<file path="src/rtl/wsg_pkg.sv">
`timescale 1ns / 1ps

package wsg_pkg;

  // field widths
  localparam int REQ_W      = 2;
  localparam int TBL_AW     = 8;
  localparam int NIB_W      = 4;
  localparam int MIX_W      = 10;

  // sound register file
  localparam int REG_N      = 32;
  localparam int REG_AW     = 5;

  // sample counter and phase
  localparam int CNT_W       = 20;
  localparam int PHASE_W     = 5;
  localparam int PHASE_SHIFT = CNT_W - PHASE_W;
  localparam int STEP_W      = $clog2(CNT_W);
  localparam int SHAPE_W     = TBL_AW - PHASE_W;

  // voice count default
  localparam int VOICES     = 3;

  // product of biased sample and volume, 5-bit signed by 5-bit signed
  localparam int PROD_W     = 9;

  // request codes
  localparam logic [REQ_W-1:0] REQ_REG_WR = 2'd0;
  localparam logic [REQ_W-1:0] REQ_TBL_WR = 2'd1;
  localparam logic [REQ_W-1:0] REQ_TICK   = 2'd2;

  // register map
  localparam logic [REG_AW-1:0] REG_FREQ0_LO   = 5'h10;
  localparam int                REG_FREQ_BASE  = 'h11;
  localparam int                REG_VOL_BASE   = 'h15;
  localparam int                REG_SHAPE_BASE = 'h05;
  localparam int                VOICE_STRIDE   = 5;

  typedef enum logic [2:0] {
    ST_IDLE,
    ST_MUL,
    ST_FETCH,
    ST_ACC,
    ST_DONE
  } state_t;

  typedef struct packed {
    logic load;
    logic shift;
  } lane_ctl_t;

  // frequency nibble k (1..4 maps to k = 0..3) of voice v
  function automatic logic [REG_AW-1:0] freq_addr(input int v, input int k);
    freq_addr = REG_AW'(REG_FREQ_BASE + VOICE_STRIDE * v + k);
  endfunction

  function automatic logic [REG_AW-1:0] vol_addr(input int v);
    vol_addr = REG_AW'(REG_VOL_BASE + VOICE_STRIDE * v);
  endfunction

  function automatic logic [REG_AW-1:0] shape_addr(input int v);
    shape_addr = REG_AW'(REG_SHAPE_BASE + VOICE_STRIDE * v);
  endfunction

endpackage

</file>
<file path="src/rtl/wsg_req_if.sv">
`timescale 1ns / 1ps

interface wsg_req_if;
  logic                          valid;
  logic                          ready;
  logic [wsg_pkg::REQ_W-1:0]     req_type;
  logic [wsg_pkg::TBL_AW-1:0]    target_addr;
  logic [wsg_pkg::NIB_W-1:0]     write_nibble;

  modport source (output valid, req_type, target_addr, write_nibble, input ready);
  modport sink   (input valid, req_type, target_addr, write_nibble, output ready);
endinterface

</file>
<file path="src/rtl/wsg_mix_if.sv">
`timescale 1ns / 1ps

interface wsg_mix_if;
  logic                             valid;
  logic                             ready;
  logic signed [wsg_pkg::MIX_W-1:0] mix_sample;

  modport source (output valid, mix_sample, input ready);
  modport sink   (input valid, mix_sample, output ready);
endinterface

</file>
<file path="src/rtl/wsg_mul_lane.sv">
`timescale 1ns / 1ps

// shift-add multiplier, one multiplier bit per cycle while shift is set, low product bits only
module wsg_mul_lane (
  input  logic                               clk,
  input  wsg_pkg::lane_ctl_t                 ctl,
  input  logic [wsg_pkg::CNT_W-1:0]          mcand_in,
  input  logic [wsg_pkg::CNT_W-1:0]          mplier_in,
  output logic [wsg_pkg::PHASE_W-1:0]        phase
);

  logic [wsg_pkg::CNT_W-1:0] mcand;
  logic [wsg_pkg::CNT_W-1:0] mplier;
  logic [wsg_pkg::CNT_W-1:0] acc;

  always_ff @(posedge clk) begin
    if (ctl.load) begin
      mcand  <= mcand_in;
      mplier <= mplier_in;
      acc    <= '0;
    end else if (ctl.shift) begin
      if (mplier[0]) begin
        acc <= acc + mcand;
      end
      mcand  <= {mcand[wsg_pkg::CNT_W-2:0], 1'b0};
      mplier <= {1'b0, mplier[wsg_pkg::CNT_W-1:1]};
    end
  end

  assign phase = acc[wsg_pkg::CNT_W-1:wsg_pkg::PHASE_SHIFT];

endmodule

</file>
<file path="src/rtl/wavetable_sound_generator_3voice_top.sv">
`timescale 1ns / 1ps

// Three-voice wavetable sound generator. Request transactions on req either write a
// four-bit sound register (low 5 address bits), write a four-bit entry of the 256-entry
// waveform table, or tick the 20-bit sample counter; only a tick returns a transaction
// on mix, carrying the signed sum over voices of (sample - 8) * volume, or 0 while
// sound_enable is clear. Voices with zero frequency or zero volume are silent. A tick
// keeps req.ready low until its mix is in the output register: the bit-serial
// counter-times-frequency multiply (one multiplier bit per cycle, all voices side by
// side), then a fetch and an accumulate step per voice on the single read port of the
// waveform table, and a step that moves the mix into the output register; that last step
// stretches for as long as the previous mix still waits there unclaimed. The result waits
// there while new transactions are taken.
// req.ready is low during reset. Table entries that were never written read back
// undefined.
module wavetable_sound_generator_3voice_top #(
  parameter int VOICES = wsg_pkg::VOICES
) (
  input  logic            clk,
  input  logic            rst,
  wsg_req_if.sink         req,
  wsg_mix_if.source       mix,
  input  logic            cfg_we,
  input  logic            cfg_wdata
);

  localparam int VW = (VOICES > 1) ? $clog2(VOICES) : 1;

  // control
  wsg_pkg::state_t               state;
  wsg_pkg::state_t               state_next;
  logic [wsg_pkg::STEP_W-1:0]    step;
  logic [VW-1:0]                 voice;
  wsg_pkg::lane_ctl_t            lane_ctl;

  logic                          in_accept;
  logic                          tick_accept;
  logic                          reg_we;
  logic                          tbl_we;
  logic                          load_out;

  // state
  logic [wsg_pkg::NIB_W-1:0]     sound_regs [wsg_pkg::REG_N];
  logic [wsg_pkg::NIB_W-1:0]     wave_mem   [2**wsg_pkg::TBL_AW];
  logic [wsg_pkg::CNT_W-1:0]     sample_count;
  logic [wsg_pkg::CNT_W-1:0]     sample_count_next;
  logic                          sound_enable;

  // datapath
  logic [wsg_pkg::CNT_W-1:0]     freq   [VOICES];
  logic [wsg_pkg::NIB_W-1:0]     vol    [VOICES];
  logic [wsg_pkg::SHAPE_W-1:0]   shape  [VOICES];
  logic [wsg_pkg::PHASE_W-1:0]   phase  [VOICES];
  logic [VOICES-1:0]             active;

  logic [wsg_pkg::TBL_AW-1:0]    rd_addr;
  logic [wsg_pkg::NIB_W-1:0]     wave_rd;
  logic signed [wsg_pkg::NIB_W:0]  samp_s;
  logic signed [wsg_pkg::NIB_W:0]  vol_s;
  logic signed [wsg_pkg::PROD_W-1:0] prod;
  logic signed [wsg_pkg::MIX_W-1:0]  mix_acc;

  // output register
  logic                              out_valid;
  logic signed [wsg_pkg::MIX_W-1:0]  out_data;

  assign in_accept   = req.valid && req.ready;
  assign tick_accept = in_accept && (req.req_type == wsg_pkg::REQ_TICK);
  assign reg_we      = in_accept && (req.req_type == wsg_pkg::REQ_REG_WR);
  assign tbl_we      = in_accept && (req.req_type == wsg_pkg::REQ_TBL_WR);

  assign sample_count_next = sample_count + wsg_pkg::CNT_W'(1);

  // per-voice register decode and multiply lanes
  for (genvar v = 0; v < VOICES; v++) begin : g_voice
    logic [wsg_pkg::NIB_W-1:0] freq_lo;

    // only voice 0 has a programmable low frequency nibble
    assign freq_lo = (v == 0) ? sound_regs[wsg_pkg::REG_FREQ0_LO] : '0;
    assign freq[v] = {sound_regs[wsg_pkg::freq_addr(v, 3)],
                      sound_regs[wsg_pkg::freq_addr(v, 2)],
                      sound_regs[wsg_pkg::freq_addr(v, 1)],
                      sound_regs[wsg_pkg::freq_addr(v, 0)],
                      freq_lo};
    assign vol[v]    = sound_regs[wsg_pkg::vol_addr(v)];
    assign shape[v]  = sound_regs[wsg_pkg::shape_addr(v)][wsg_pkg::SHAPE_W-1:0];
    // silent voices skip the table read result entirely
    assign active[v] = (freq[v] != '0) && (vol[v] != '0);

    wsg_mul_lane u_lane (
      .clk       (clk),
      .ctl       (lane_ctl),
      .mcand_in  (sample_count_next),
      .mplier_in (freq[v]),
      .phase     (phase[v])
    );
  end

  // sound register file, cleared by reset
  always_ff @(posedge clk) begin
    if (rst) begin
      for (int i = 0; i < wsg_pkg::REG_N; i++) begin
        sound_regs[i] <= '0;
      end
    end else if (reg_we) begin
      sound_regs[req.target_addr[wsg_pkg::REG_AW-1:0]] <= req.write_nibble;
    end
  end

  // waveform table: one write port, one registered read port
  assign rd_addr = {shape[voice], phase[voice]};

  always_ff @(posedge clk) begin
    if (tbl_we) begin
      wave_mem[req.target_addr] <= req.write_nibble;
    end
    wave_rd <= wave_mem[rd_addr];
  end

  // sample counter advances on every tick, enabled or not
  always_ff @(posedge clk) begin
    if (rst) begin
      sample_count <= '0;
    end else if (tick_accept) begin
      sample_count <= sample_count_next;
    end
  end

  always_ff @(posedge clk) begin
    if (rst) begin
      sound_enable <= 1'b0;
    end else if (cfg_we) begin
      sound_enable <= cfg_wdata;
    end
  end

  // sample - 8 is the nibble with its top bit flipped, read as signed
  assign samp_s = (wsg_pkg::NIB_W+1)'(signed'({~wave_rd[wsg_pkg::NIB_W-1],
                                               wave_rd[wsg_pkg::NIB_W-2:0]}));
  assign vol_s  = signed'({1'b0, vol[voice]});
  assign prod   = wsg_pkg::PROD_W'(samp_s) * wsg_pkg::PROD_W'(vol_s);

  always_ff @(posedge clk) begin
    if (tick_accept) begin
      mix_acc <= '0;
    end else if (state == wsg_pkg::ST_ACC && active[voice]) begin
      mix_acc <= mix_acc + wsg_pkg::MIX_W'(prod);
    end
  end

  // step and voice counters
  always_ff @(posedge clk) begin
    if (rst) begin
      step  <= '0;
      voice <= '0;
    end else begin
      if (tick_accept) begin
        step <= '0;
      end else if (state == wsg_pkg::ST_MUL) begin
        step <= step + wsg_pkg::STEP_W'(1);
      end
      if (tick_accept) begin
        voice <= '0;
      end else if (state == wsg_pkg::ST_ACC && voice != VW'(VOICES - 1)) begin
        voice <= voice + VW'(1);
      end
    end
  end

  // next state
  always_comb begin
    state_next = state;
    unique case (state)
      wsg_pkg::ST_IDLE: begin
        if (tick_accept) begin
          state_next = wsg_pkg::ST_MUL;
        end
      end
      wsg_pkg::ST_MUL: begin
        if (step == wsg_pkg::STEP_W'(wsg_pkg::CNT_W - 1)) begin
          state_next = wsg_pkg::ST_FETCH;
        end
      end
      wsg_pkg::ST_FETCH: begin
        state_next = wsg_pkg::ST_ACC;
      end
      wsg_pkg::ST_ACC: begin
        if (voice == VW'(VOICES - 1)) begin
          state_next = wsg_pkg::ST_DONE;
        end else begin
          state_next = wsg_pkg::ST_FETCH;
        end
      end
      wsg_pkg::ST_DONE: begin
        if (!out_valid || mix.ready) begin
          state_next = wsg_pkg::ST_IDLE;
        end
      end
      default: begin
        state_next = wsg_pkg::ST_IDLE;
      end
    endcase
  end

  // state outputs
  always_comb begin
    req.ready      = 1'b0;
    lane_ctl.load  = 1'b0;
    lane_ctl.shift = 1'b0;
    load_out       = 1'b0;
    unique case (state)
      wsg_pkg::ST_IDLE: begin
        // nothing is taken while reset is held
        req.ready     = !rst;
        lane_ctl.load = tick_accept;
      end
      wsg_pkg::ST_MUL: begin
        lane_ctl.shift = 1'b1;
      end
      wsg_pkg::ST_FETCH, wsg_pkg::ST_ACC: begin
      end
      wsg_pkg::ST_DONE: begin
        load_out = !out_valid || mix.ready;
      end
      default: begin
      end
    endcase
  end

  always_ff @(posedge clk) begin
    if (rst) begin
      state <= wsg_pkg::ST_IDLE;
    end else begin
      state <= state_next;
    end
  end

  // output register holds the result until the sink takes it
  always_ff @(posedge clk) begin
    if (rst) begin
      out_valid <= 1'b0;
    end else if (load_out) begin
      out_valid <= 1'b1;
    end else if (mix.ready) begin
      out_valid <= 1'b0;
    end
  end

  always_ff @(posedge clk) begin
    if (load_out) begin
      out_data <= sound_enable ? mix_acc : '0;
    end
  end

  assign mix.valid      = out_valid;
  assign mix.mix_sample = out_data;

endmodule

</file>
<file path="src/flat_wrapper.sv">
// flat-port wrapper written by rule: the top's interface ports become plain ports
module wavetable_sound_generator_3voice_top_flat 
#(
  parameter int VOICES = wsg_pkg::VOICES
)
  (clk, rst, cfg_we, cfg_wdata, req_valid, req_req_type, req_target_addr, req_write_nibble, req_ready, mix_valid, mix_mix_sample, mix_ready);
  wsg_req_if req_i ();
  wsg_mix_if mix_i ();
  input  logic clk;
  input  logic rst;
  input  logic cfg_we;
  input  logic cfg_wdata;
  input wire logic [$bits(req_i.valid)-1:0] req_valid;
  input wire logic [$bits(req_i.req_type)-1:0] req_req_type;
  input wire logic [$bits(req_i.target_addr)-1:0] req_target_addr;
  input wire logic [$bits(req_i.write_nibble)-1:0] req_write_nibble;
  output wire logic [$bits(req_i.ready)-1:0] req_ready;
  output wire logic [$bits(mix_i.valid)-1:0] mix_valid;
  output wire logic [$bits(mix_i.mix_sample)-1:0] mix_mix_sample;
  input wire logic [$bits(mix_i.ready)-1:0] mix_ready;
  assign req_i.valid = req_valid;
  assign req_i.req_type = req_req_type;
  assign req_i.target_addr = req_target_addr;
  assign req_i.write_nibble = req_write_nibble;
  assign req_ready = req_i.ready;
  assign mix_valid = mix_i.valid;
  assign mix_mix_sample = mix_i.mix_sample;
  assign mix_i.ready = mix_ready;
  wavetable_sound_generator_3voice_top #(.VOICES(VOICES)) u_core (.clk(clk), .rst(rst), .req(req_i), .mix(mix_i), .cfg_we(cfg_we), .cfg_wdata(cfg_wdata));
endmodule
</file>
<file path="config.mk">
export PLATFORM = sky130hd
export DESIGN_NAME = wavetable_sound_generator_3voice_top_flat
export DESIGN_NICKNAME = d
export VERILOG_FILES = /design/src/rtl/wsg_pkg.sv /design/src/rtl/wsg_req_if.sv /design/src/rtl/wsg_mix_if.sv /design/src/rtl/wsg_mul_lane.sv /design/src/rtl/wavetable_sound_generator_3voice_top.sv /design/src/flat_wrapper.sv
export SDC_FILE = /design/constraint.sdc
export NUM_CORES = 2
export LEC_CHECK = 0
export BUFFER_PORTS_ARGS = -buffer_cell sky130_fd_sc_hd__buf_2
export CAP_MARGIN = 20
export CORE_UTILIZATION = 60
export DETAILED_ROUTE_END_ITERATION = 8
export PLACE_DENSITY = 0.82
export SYNTH_ARGS = -nofsm -noshare
export SYNTH_HDL_FRONTEND = slang
export SYNTH_SLANG_ARGS = --single-unit
</file>
<file path="constraint.sdc">
create_clock -name clk -period 14.2 [get_ports clk]
set_clock_uncertainty 0.2 [all_clocks]
set_input_delay 2.84 -clock clk [delete_from_list [all_inputs] [get_ports clk]]
set_output_delay 2.84 -clock clk [all_outputs]
set_load 0.03 [all_outputs]
</file>
==> run summary <==
From synthesis to final layout, the design area changed by 8.51%. For this run the aggregate overflow at the end of global routing stands at 0. The effective utilization at floorplan came out at about 61%. The required arrival time at the worst endpoint is 11160 ps.

The clock net in this run drives a total of between 1000 and 1500 sinks. Synthesis inferred around 1300 register bits. The overall via count from detail_route came out at between 30000 and 40000. The net count of the mapped netlist is around 4900. The sequential-to-total area share from yosys stat came out at 66.7%. The cell row count came out at between 100 and 150. The tree is rooted in a sky130_fd_sc_hd__clkbuf_16. The CTS tree is yes. The net switching share of the total power came out at 32.5%.

The antenna violation net count after detailed routing came out at 0. The initial antenna violation count is 6. The number of H-tree levels came out at 3. The transition at the pin with the smallest max-transition slack is 1180 ps. Dividing the detail-routed via count by the number of cells gives roughly 6.3.

The signal arrival time at the worst endpoint is 3900 ps. The flow ran to the end, and the final reports show no timing, DRC or antenna violations. The max capacitance violation total came out at 0. The critical path in this run is classified as in -> out. Counting cells, the worst reg-to-reg path comes to 13.

The cell count after synthesis came out at around 4800. Of the total power, registers draw 40.9%. The port buffer count came out at 31. The most common cell in the synthesized netlist is sky130_fd_sc_hd__nand2_1. The number of remaining DRC errors is 0.

Hold repair after CTS inserted 0 buffers. The floorplan step defined a core boundary enclosing 0.0933 mm2. In this run the most critical hold path is launched from u_core.g_voice[2].u_lane.acc[4]. The die outline width is approximately 310 um. The total track usage came out at between 20 and 30%. The register-to-register setup slack is 8250 ps.

Pin placement for this block handled 32 I/O pins. Ranked by instance count, the synthesized netlist is headed by sky130_fd_sc_hd__nand2_1 (1193), sky130_fd_sc_hd__edfxtp_1 (1179), sky130_fd_sc_hd__nand3_1 (484). The average instance area after synthesis came out at 11.7 um2. The final critical delay including setup and external delays is approximately 7000 ps. The relative max-transition margin is a little over a fifth.

The post-route cell area came out at approximately 0.061 mm2. The final RePlAce weighted congestion is 0.867. Along the worst hold path, the cell count comes to 2.

The number of different library cells used by synthesis comes to 71. Setup repair after global routing left no endpoint under its margin. For this block, the initial DRC count from the detailed router was 5300. The final layout contains routed wiring with a total length of 138000 um.

After synthesis the cells add up to ~0.056 mm2. The total iterations of the first detailed-routing run came out at 6. The internal power of the cells totals around 7.3 mW.

The destination of the worst hold path is u_core.g_voice[2].u_lane.acc[4]. The floorplan step defined a die boundary enclosing around 0.095 mm2. The ratio of final minimum period to clock period is about half. The tightest hold path in the finished design has a slack of approximately 260 ps. The count of warnings emitted by yosys came out at 0. The power density relative to cell area is roughly 180 mW/mm2. Adding up every negative setup slack in the final design gives 0 ps.

The maximum clock frequency came out at ~140 MHz. STA classifies the critical path startpoint as a primary input. The height of the die came out at 309 um. The worst-case IR drop observed on VDD is roughly 0.17 mV. The number of gates resized after CTS was 0. Entering global routing, the biggest net connects 203 pins. The post-layout total power came out at about 11 mW.

The portion of synthesized cell area occupied by the leading cell type came out at a little over three fifths. The top fanout value on the critical path came out at 36. The source of the worst register-to-register timing path is u_core.voice[0].

Per report_power, the clock group accounts for between 30% and 40% of the total. Setup violations remaining at the end of the flow were counted as 0. The number of failing hold endpoints at the final stage is 0. Among all flip-flop cells after synthesis, the most frequent one is sky130_fd_sc_hd__edfxtp_1. The clock latency of the later-clocked register in the worst-skew pair is approximately 730 ps. No sink is reached through more buffers than the 3 on the longest clock path.

The first-pass GRT wire length is between 200000 and 250000 um. The kind of end point of the critical path is an output pin. The switching power of the nets is approximately 3.5 mW. Of the cells placed in the final design, the portion with a size suffix greater than 1 is 6.61%. The total placed instance area came out at between 0.05 and 0.06 mm2. The layout has approximately 6400 filler cells. The leakage power summed over all cells is ~22 nW. After clock tree synthesis, the clock-pin slew on the worst setup and hold paths is 60 ps. The post-CTS setup buffer count came out at 0.

The share of flip-flops with an asynchronous set or reset came out at 0%. The routed wire length per instance is 22.7 um. The max-slew violation count is 0. The tightest min-delay check is of the reg -> reg type. The via count of the first global-routing pass is ~37000. After synthesis, the cell types taking the most area are sky130_fd_sc_hd__edfxtp_1 (63%), sky130_fd_sc_hd__nand2_1 (7.9%), sky130_fd_sc_hd__nand3_1 (4.3%), sky130_fd_sc_hd__dfxtp_1 (4.0%), sky130_fd_sc_hd__nor2_1 (2.5%). The count of flip-flops with a built-in enable after synthesis is between 1000 and 1500. The fraction of power consumed by combinational cells is 27.8%. The number of nets in the layout came out at ~4800. The number of CTS-inserted buffers is 121.

The end of the worst register-to-register path is u_core.wave_rd[1]. The largest total area in the synthesized netlist belongs to sky130_fd_sc_hd__edfxtp_1. The sum of net half-perimeters after detailed placement came out at just under 80000 um.
-- power by group through the flow --
| stage | sequential [mW] | combinational (mW) | clock, mW |
|---|---|---|---|
| 4_1_cts | 4.41 | 2.94 | 3.38 |
| 6_report | 4.41 | 3.00 | 3.37 |
| 3_3_place_gp | 4.48 | 2.81 | 0 |
| 2_1_floorplan | 4.45 | 2.26 | 0 |
| 3_5_place_dp | 4.48 | 2.91 | 0 |
| 5_1_grt | 4.42 | 3.26 | 3.53 |
-- final cells by class --
cell class / count / area (um2) / share of cell area [%]
antenna: 4 / 10.0 / 0.0163
clock buffer: 150 / 3190 / 5.20
clock inverter: 75 / 955 / 1.56
inverter: 45 / 169 / 0.276
multi-input combinational: 3182 / 17100 / 27.9
sequential: 1293 / 37700 / 61.5
tap: 1254 / 1570 / 2.56
timing repair buffer: 83 / 606 / 0.988
-- state kept, by name (all words and copies together) (netlist names), 4 cells and up --
name and count:
u_core.step 5, u_core.g_voice.u_lane.acc 60, u_core.mix.mix_sample 10, u_core.wave_mem 1024, u_core.g_voice.u_lane.mplier 60, u_core.mix_acc 10
u_core.wave_rd 4, u_core.sample_count 20, u_core.g_voice.u_lane.mcand 20, u_core.sound_regs 73
-- per-stage QoR --
| step | std cells | worst slack, ps | util (%) |
|---|---|---|---|
| 2_1_floorplan | 4818 | 7130 | - |
| 3_3_place_gp | 5856 | 7300 | 61.2 |
| 3_5_place_dp | 5857 | 7260 | 61.2 |
| 4_1_cts | 6082 | 7260 | 65.7 |
| 5_1_grt | 6083 | 7170 | 65.7 |
| 6_report | 6086 | 7260 | 65.7 |
-- logic make-up after synthesis --
group / Yosys count / synth area share, %
and+or+nand+nor: 2435 / 19.0
DFF: 1293 / 66.7
AOI/OAI and AO/OA: 488 / 6.10
buffers and inverters: 343 / 3.15
adders and majority gates: 95 / 2.29
muxes: 92 / 1.65
xor gates and xnor gates: 72 / 1.12
-- placed cells by master, fill, tap and decap left out, types with 8 or more instances in the layout --
| cell | n |
|---|---|
| sky130_fd_sc_hd__nand2_1 | 1183 |
| sky130_fd_sc_hd__edfxtp_1 | 1179 |
| sky130_fd_sc_hd__nand3_1 | 484 |
| sky130_fd_sc_hd__nor2_1 | 370 |
| sky130_fd_sc_hd__a21oi_1 | 122 |
| sky130_fd_sc_hd__clkbuf_16 | 122 |
| sky130_fd_sc_hd__dfxtp_1 | 114 |
| sky130_fd_sc_hd__and2_1 | 110 |
| sky130_fd_sc_hd__a311oi_1 | 97 |
| sky130_fd_sc_hd__and3_1 | 91 |
| sky130_fd_sc_hd__mux2i_1 | 90 |
| sky130_fd_sc_hd__ha_1 | 81 |
| sky130_fd_sc_hd__o21ai_0 | 69 |
| sky130_fd_sc_hd__nor3_1 | 52 |
| sky130_fd_sc_hd__buf_4 | 50 |
| sky130_fd_sc_hd__inv_1 | 45 |
| sky130_fd_sc_hd__xnor2_1 | 39 |
| sky130_fd_sc_hd__xor2_1 | 33 |
| sky130_fd_sc_hd__a22o_1 | 32 |
| sky130_fd_sc_hd__a31oi_1 | 29 |
| sky130_fd_sc_hd__buf_2 | 27 |
| sky130_fd_sc_hd__or2_2 | 26 |
| sky130_fd_sc_hd__clkbuf_1 | 25 |
| sky130_fd_sc_hd__a21o_1 | 24 |
| sky130_fd_sc_hd__nor4_1 | 23 |
| sky130_fd_sc_hd__clkinv_2 | 22 |
| sky130_fd_sc_hd__bufinv_16 | 21 |
| sky130_fd_sc_hd__a32oi_1 | 20 |
| sky130_fd_sc_hd__or3_1 | 20 |
| sky130_fd_sc_hd__nor2b_1 | 18 |
| sky130_fd_sc_hd__clkinv_1 | 18 |
| sky130_fd_sc_hd__a211oi_1 | 17 |
| sky130_fd_sc_hd__fa_1 | 14 |
| sky130_fd_sc_hd__nand4_1 | 10 |
| sky130_fd_sc_hd__nand2_2 | 9 |
| sky130_fd_sc_hd__nand2b_1 | 8 |
| sky130_fd_sc_hd__or4_1 | 8 |
-- routing by layer --
metal  vias to the layer above  global-route usage (%)  share of wire, %
met5                         -                       0             0.067
met3                       444                    5.61                11
met2                      2457                    46.5                47
met4                         8                    14.9               4.9
met1                     18500                    37.5                36
li1                      17200                       -                 -
-- worst max-delay path, cell delays in order --
cell	delay, ps
sky130_fd_sc_hd__buf_2	90
sky130_fd_sc_hd__buf_4	230
sky130_fd_sc_hd__nor4_1	410
sky130_fd_sc_hd__buf_2	290
-- how the worst max path moves through the flow --
| stage | to | slack, ps | depth (start not counted) | startpoint |
|---|---|---|---|---|
| detailed placement | req_ready | 7260 | 4 | rst |
| global placement | req_ready | 7300 | 4 | rst |
| CTS | req_ready | 7260 | 4 | rst |
| finish | req_ready | 7260 | 4 | rst |
| floorplan | req_ready | 7130 | 2 | rst |
| global route | req_ready | 7170 | 4 | rst |
Note: power is estimated with default switching activity, not from simulation.
